===== src/sgm_pkg.sv =====
// Shared types and constants for the Sobel gradient magnitude block.
`default_nettype none

package sgm_pkg;

    localparam int PIX_W      = 8;
    localparam int WIDTH_CFG_W  = 12;
    localparam int HEIGHT_CFG_W = 13;
    localparam int CFG_DATA_W = 13;
    localparam int CFG_IDX_W  = 1;
    localparam int MIN_DIM    = 3;
    localparam int WIN_TAPS   = 6;
    localparam int GRAD_W     = 11;
    localparam int QUOT_W     = 9;
    localparam int SQ_W       = 16;
    localparam int SUM_W      = 17;
    localparam int BIT_IDX_W  = 3;

    localparam logic [CFG_IDX_W-1:0] CFG_IMAGE_WIDTH  = 1'b0;
    localparam logic [CFG_IDX_W-1:0] CFG_IMAGE_HEIGHT = 1'b1;

    typedef logic [PIX_W-1:0]         t_pixel;
    typedef logic signed [GRAD_W-1:0] t_grad;

    // commands from the controller to the datapath
    typedef struct packed {
        logic                 accept;
        logic                 window;
        logic                 square;
        logic                 sum;
        logic                 root_step;
        logic [BIT_IDX_W-1:0] root_bit;
        logic                 load_out;
    } t_dp_cmd;

    // status from the datapath to the controller
    typedef struct packed {
        logic result_due;
        logic out_free;
    } t_dp_status;

endpackage

`default_nettype wire


===== src/sgm_control.sv =====
// Controller: sequences one pixel through read, window, square, sum, root and output.
`default_nettype none

module sgm_control
    import sgm_pkg::*;
(
    input  wire        i_clk,
    input  wire        i_rst_n,
    input  wire        i_valid,
    output logic       o_stall,
    input  wire t_dp_status i_status,
    output t_dp_cmd    o_cmd
);

    localparam logic [2:0] S_IDLE   = 3'd0;
    localparam logic [2:0] S_WINDOW = 3'd1;
    localparam logic [2:0] S_SQUARE = 3'd2;
    localparam logic [2:0] S_SUM    = 3'd3;
    localparam logic [2:0] S_ROOT   = 3'd4;
    localparam logic [2:0] S_OUT    = 3'd5;

    logic [2:0]           r_state;
    logic [2:0]           n_state;
    logic [BIT_IDX_W-1:0] r_bit;
    logic [BIT_IDX_W-1:0] n_bit;

    assign o_stall = (r_state != S_IDLE) || !i_rst_n;

    always_comb begin
        n_state        = r_state;
        n_bit          = r_bit;
        o_cmd          = '0;
        o_cmd.root_bit = r_bit;
        unique case (r_state)
            S_IDLE: begin
                if (i_valid && i_rst_n) begin
                    o_cmd.accept = 1'b1;
                    n_state      = S_WINDOW;
                end
            end
            S_WINDOW: begin
                o_cmd.window = 1'b1;
                n_state      = i_status.result_due ? S_SQUARE : S_IDLE;
            end
            S_SQUARE: begin
                o_cmd.square = 1'b1;
                n_state      = S_SUM;
            end
            S_SUM: begin
                o_cmd.sum = 1'b1;
                n_bit     = '1;
                n_state   = S_ROOT;
            end
            S_ROOT: begin
                o_cmd.root_step = 1'b1;
                n_bit           = r_bit - 1'b1;
                if (r_bit == '0) begin
                    n_state = S_OUT;
                end
            end
            S_OUT: begin
                // hold the result until the output register is free
                if (i_status.out_free) begin
                    o_cmd.load_out = 1'b1;
                    n_state        = S_IDLE;
                end
            end
            default: begin
                n_state = S_IDLE;
            end
        endcase
    end

    always_ff @(posedge i_clk) begin
        if (!i_rst_n) begin
            r_state <= S_IDLE;
            r_bit   <= '0;
        end else begin
            r_state <= n_state;
            r_bit   <= n_bit;
        end
    end

    a_load_when_free: assert property (@(posedge i_clk) disable iff (!i_rst_n)
        o_cmd.load_out |-> i_status.out_free)
        else $error("result loaded while output register still full");

    a_accept_to_window: assert property (@(posedge i_clk) disable iff (!i_rst_n)
        o_cmd.accept |=> (r_state == S_WINDOW))
        else $error("accepted pixel did not reach the window step");

    a_root_done: assert property (@(posedge i_clk) disable iff (!i_rst_n)
        (r_state == S_ROOT && r_bit == '0) |=> (r_state == S_OUT))
        else $error("root did not finish after the last bit");

    a_no_result_idle: assert property (@(posedge i_clk) disable iff (!i_rst_n)
        (r_state == S_WINDOW && !i_status.result_due) |=> (r_state == S_IDLE))
        else $error("border pixel did not return to idle");

endmodule

`default_nettype wire

===== config.mk =====
export PLATFORM = sky130hd
export DESIGN_NAME = sgm_control
export DESIGN_NICKNAME = d
export VERILOG_FILES = /design/src/sgm_pkg.sv /design/src/sgm_control.sv
export SDC_FILE = /design/constraint.sdc
export NUM_CORES = 1
export LEC_CHECK = 0
export ABC_AREA = 0
export BUFFER_PORTS_ARGS = -buffer_cell sky130_fd_sc_hd__buf_2
export CORE_AREA = 2 2 39 41
export DETAILED_ROUTE_END_ITERATION = 10
export DIE_AREA = 0 0 41 43
export PLACE_DENSITY = 0.53
export SLEW_MARGIN = 20
export SYNTH_ARGS = -nofsm -noshare
export SYNTH_HDL_FRONTEND = slang
export SYNTH_SLANG_ARGS = --single-unit

===== constraint.sdc =====
create_clock -name i_clk -period 1.4 [get_ports i_clk]
set_clock_uncertainty 0.05 [all_clocks]
set_input_delay 0.28 -clock i_clk [delete_from_list [all_inputs] [get_ports i_clk]]
set_output_delay 0.28 -clock i_clk [all_outputs]
set_load 0.005 [all_outputs]

Word-level counts from Yosys, hierarchy flattened --
Cells that the tools add are included.
Word-level totals: flip-flop bits (word level) 6, bits of input ports 5, output and inout bits 10, word-level logic and storage cells 33
Operators by class: add/subtract/negate cells 1, equal/unequal tests 8, multiplexer cells 14, reductions and logical operators 8
Operators by type and width (number):
- one-hot mux 3 bit (6 select lines) | 1
- two-way mux 3 bit | 3
- two-way mux 1 bit | 8
- equality test 3 x 2 -> 1 bit (second input constant) | 2
- equality test 3 bit (second input constant) | 2
- zero test 3 bit | 2
- != test 2 bit (second input constant) | 3
- one-hot mux 3 bit (2 select lines) | 1
- equality test 3 x 1 -> 1 bit (second input constant) | 1
- AND reduction 3 bit | 1
- nonzero test 3 bit | 1
- subtractor 3 x 1 -> 3 bit (second input constant) | 1
- two-way mux 2 bit | 1
- nonzero test 2 bit | 1
- logical AND 1 bit | 1
- zero test 1 bit | 1
- logical OR 1 bit | 1

Depth between registers and ports, before layout --
depth in word-level cells 3, depth in mapped cells 5, mapped depth without buffers 5

Worst setup path before layout --
OpenSTA, ideal clock, no wires.
path type flip-flop to flip-flop, start register r_bit[0], end register r_state[0], library setup time 0.123 ns, data arrival time 0.988 ns, required time 1.227 ns, slack 0.239 ns, cell stages (with the launch flop) 6, buffers on the path 0, period minus slack after synthesis 1.161 ns, cells stage by stage dfxtp_1 inv_1 ha_1 ha_1 o2111ai_1 a21oi_1
Between the ends: longest elaborated chain between the ends 3
RTL lines:
- start, declared | line sgm_control.sv:24 | logic [BIT_IDX_W-1:0] r_bit;
- start signal, assigned | line sgm_control.sv:80 | r_bit <= n_bit;
- zero test 3 bit | line sgm_control.sv:57 | if (r_bit == '0) begin
- != test 2 bit (no source line)
- AND reduction 3 bit (no source line)
- end signal, assigned | line sgm_control.sv:79 | r_state <= n_state;
- end, declared | line sgm_control.sv:22 | logic [2:0] r_state;
No other way between the ends. A chain may end at the register's enable or synchronous reset.

==> results.toml <==
[worst_setup_path]
r2r_start = "r_bit[0]$_SDFFE_PN0P_"
crit_cells = 5
cp.required_ns = 1.07
crit_buf_inv = 2
path_delay_family = "flip-flops"
criticalPathCategory = "register to output port"
r2r_cells = 5
end_kind = "output port"
cp_slowest_cell = "dfxtp_2"
cp_max_fo = 7
crit_path_max_incr_delay_ns = 0.33
r2r-end = "r_state[0]$_SDFFE_PN0P_"
cp.arrival_ns = 1.07
rrSetupSlack_ns = 0.17
cp_cell_sequence = "buf_6 -> nor2_4 -> nand3_2 -> nor2_1 -> buf_2"
startpoint_type = "register"

[layout]
drive_gt1_share_pct = 54.39
mostFrequentLayoutCells = "buf_2 (14), inv_1 (5), nor3_1 (5)"
fin_area_sq_um = 486.7
final_util_pct = 35.17
diodes = 0
syn2layout_area_growth_pct = 44.07
final_common_cell = "buf_2"
multiInputGateArea_sq_um = 196.4
regArea_sq_um = 128.9
fill_cells = 144
nets = 66

[floorplanning]
die_w_microns = 41
start_util_pct = 24.41
ios = 15
fp-row-count = 14
core_area_sq_mm = 0.001384
dieArea_sq_mm = 0.001763
die_h_microns = 43

[worst_hold_path]
worstHoldPathType = "primary input to register"
holdPathStages = 3
whs_endpoint = "r_state[0]$_SDFFE_PN0P_"
hold_start = "i_valid"

[synth]
ys_ff_latch = 6
synthFlopType = "dfxtp_1"
synthXorXnorAreaFrac_pct = 0
async_flop_share_pct = 0
ys_types = 18
synth-edff-count = 0
syn_inst = 40
syn_avg_cell_area_sq_um = 8.446
synth_nets = 47
mappedNetlistArea_sq_um = 337.8
synth_fa_ha_area_share_pct = 7.407
synth_seq_area_share_pct = 35.56
muxShareOfSynthArea_pct = 3.333
synth_top_family_by_area = "simple AND/OR/NAND/NOR gates"
synth_compound_area_share_pct = 14.07
yosys.area_share.simple_pct = 27.04
yosys_warnings = 0

[clock_tree]
cts.clk_slew.worst_paths_ns = 0.05
clock_path_buffers = 2
insertion_delay_ns = 0.25
cts_buffers = 3
cts_tree = "done"
cts.sinks = 6
htree_levels = 1
cts-root-buf = "clkbuf_4"
postCtsHoldBufs = 0

[drt]
routed_wl_microns = 766
dr.pass1.iters = 3
ant_nets = 0
vias_per_cell = 4.575
vias = 334
wl_per_cell_microns = 10.49
drt_first_iter_violations = 7
drc = 0

[sta]
finalHoldWorstSlack_ns = 0.3289
finalSetupViolations = 1
worst_slew_pin_slew_ns = 0.1891
fmax_mhz = 713.3
finalMaxSlewViolations = 0
fin_ws_ns = -0.001942
finalHoldViolCount = 0
fin_crit_ns = 1.402
max_slew_margin_pct = 87.32
final.period_utilization_pct = 100.1
rsz0062_at_grt = "yes"

[global_routing]
grt_pass1_vias = 290
overflow = 0
grt_max_degree = 10
grt_pass1_wl_mm = 1.221
antenna_found_initial = 0
gr-usage-all-layers_pct = 10.87

[power]
ir_worst_vdd_mv = 0.3312
p_leak_nw = 0.2187
power_density_mw_per_mm2 = 879.0
power_mw = 0.4278

[run]
cap_viol_max_count = 0

[status]
violations = "setup timing"
outcome = "complete, but fails checks"

[placed_design]
gp_congestion = 0.6754
post-place-ws_ns = 0.09192
place_hpwl_microns = 554.3
placed_cell_area_sq_um = 415.4
port_buffers = 14
-- report_power, final --
group	internal, mW	leakage, nW	switching [mW]
Sequential	0.179	0.0507	0.0145
Clock	0.0974	0.0138	0.0685
Combinational	0.0363	0.154	0.0321
-- cell usage after synthesis (2+ instances only) --
cell type,instances,share of area [%]
dfxtp_1,6,36
inv_1,6,6.7
nor3_1,5,7.4
a211oi_1,3,6.7
nor2_1,3,3.3
buf_4,2,4.4
ha_1,2,7.4
nand2_1,2,2.2
nor3b_1,2,4.4
-- state kept, by name, summed over array words and instances (netlist names) --
name,count
r_state,3
r_bit,3
-- how the worst max path moves through the flow --
| stage | start | endpoint | slack, ns |
|---|---|---|---|
| after detailed placement | r_state[0]$_SDFFE_PN0P_ | o_cmd[0] | 0.09 |
| after global routing | r_state[0]$_SDFFE_PN0P_ | o_cmd[0] | -0.06 |
| after floorplan | r_bit[0]$_SDFFE_PN0P_ | r_state[0]$_SDFFE_PN0P_ | 0.24 |
| final | r_state[2]$_SDFFE_PN0P_ | o_cmd[8] | -0.002 |
| after CTS | r_state[2]$_SDFFE_PN0P_ | o_cmd[8] | -0.06 |
| after global placement | r_state[0]$_SDFFE_PN0P_ | o_cmd[0] | 0.10 |
-- per-stage QoR --
| step | TNS, ns | instances |
|---|---|---|
| after global routing | -0.1238 | 73 |
| final | -0.001942 | 73 |
| after floorplan | 0 | 40 |
| after CTS | -0.1246 | 71 |
| after global placement | 0 | 68 |
| after detailed placement | 0 | 68 |
-- timing repair --
| action | CTS | global route |
|---|---|---|
| pin swaps | 0 | 4 |
| resized for setup | 6 | 7 |
| endpoints found under the setup margin | 7 | 6 |
| setup buffers | 0 | 2 |
-- per-layer routing --
metal  GRT usage (%)  up-vias  share of wire [%]
met3           6.283        0                3.0
li1                -      175                  -
met2           13.44        5                 53
met5               0        -                  0
met1           13.27      154                 43
met4           8.000        0                  0
-- cell type report --
cell class	instances	area share (%)
Tap cell	16	4.113
Inverter	6	4.627
Timing Repair Buffer	17	19.79
Multi-Input combinational cell	25	40.36
Clock buffer	3	4.627
Sequential cell	6	26.48
-- tightest hold or removal path: cells and delay by family --
family / cells / cell delay [ns]
buffers and inverters: 1 / 0.09
AOI/OAI and AO/OA: 2 / 0.22
-- kinds of logic after synthesis --
kind of cell    after synthesis
compound gates                7
fa+ha+maj                     2
buf+inv                       9
flops                         6
mux                           1
simple gates                 15
(Power assumes the default switching activity.)
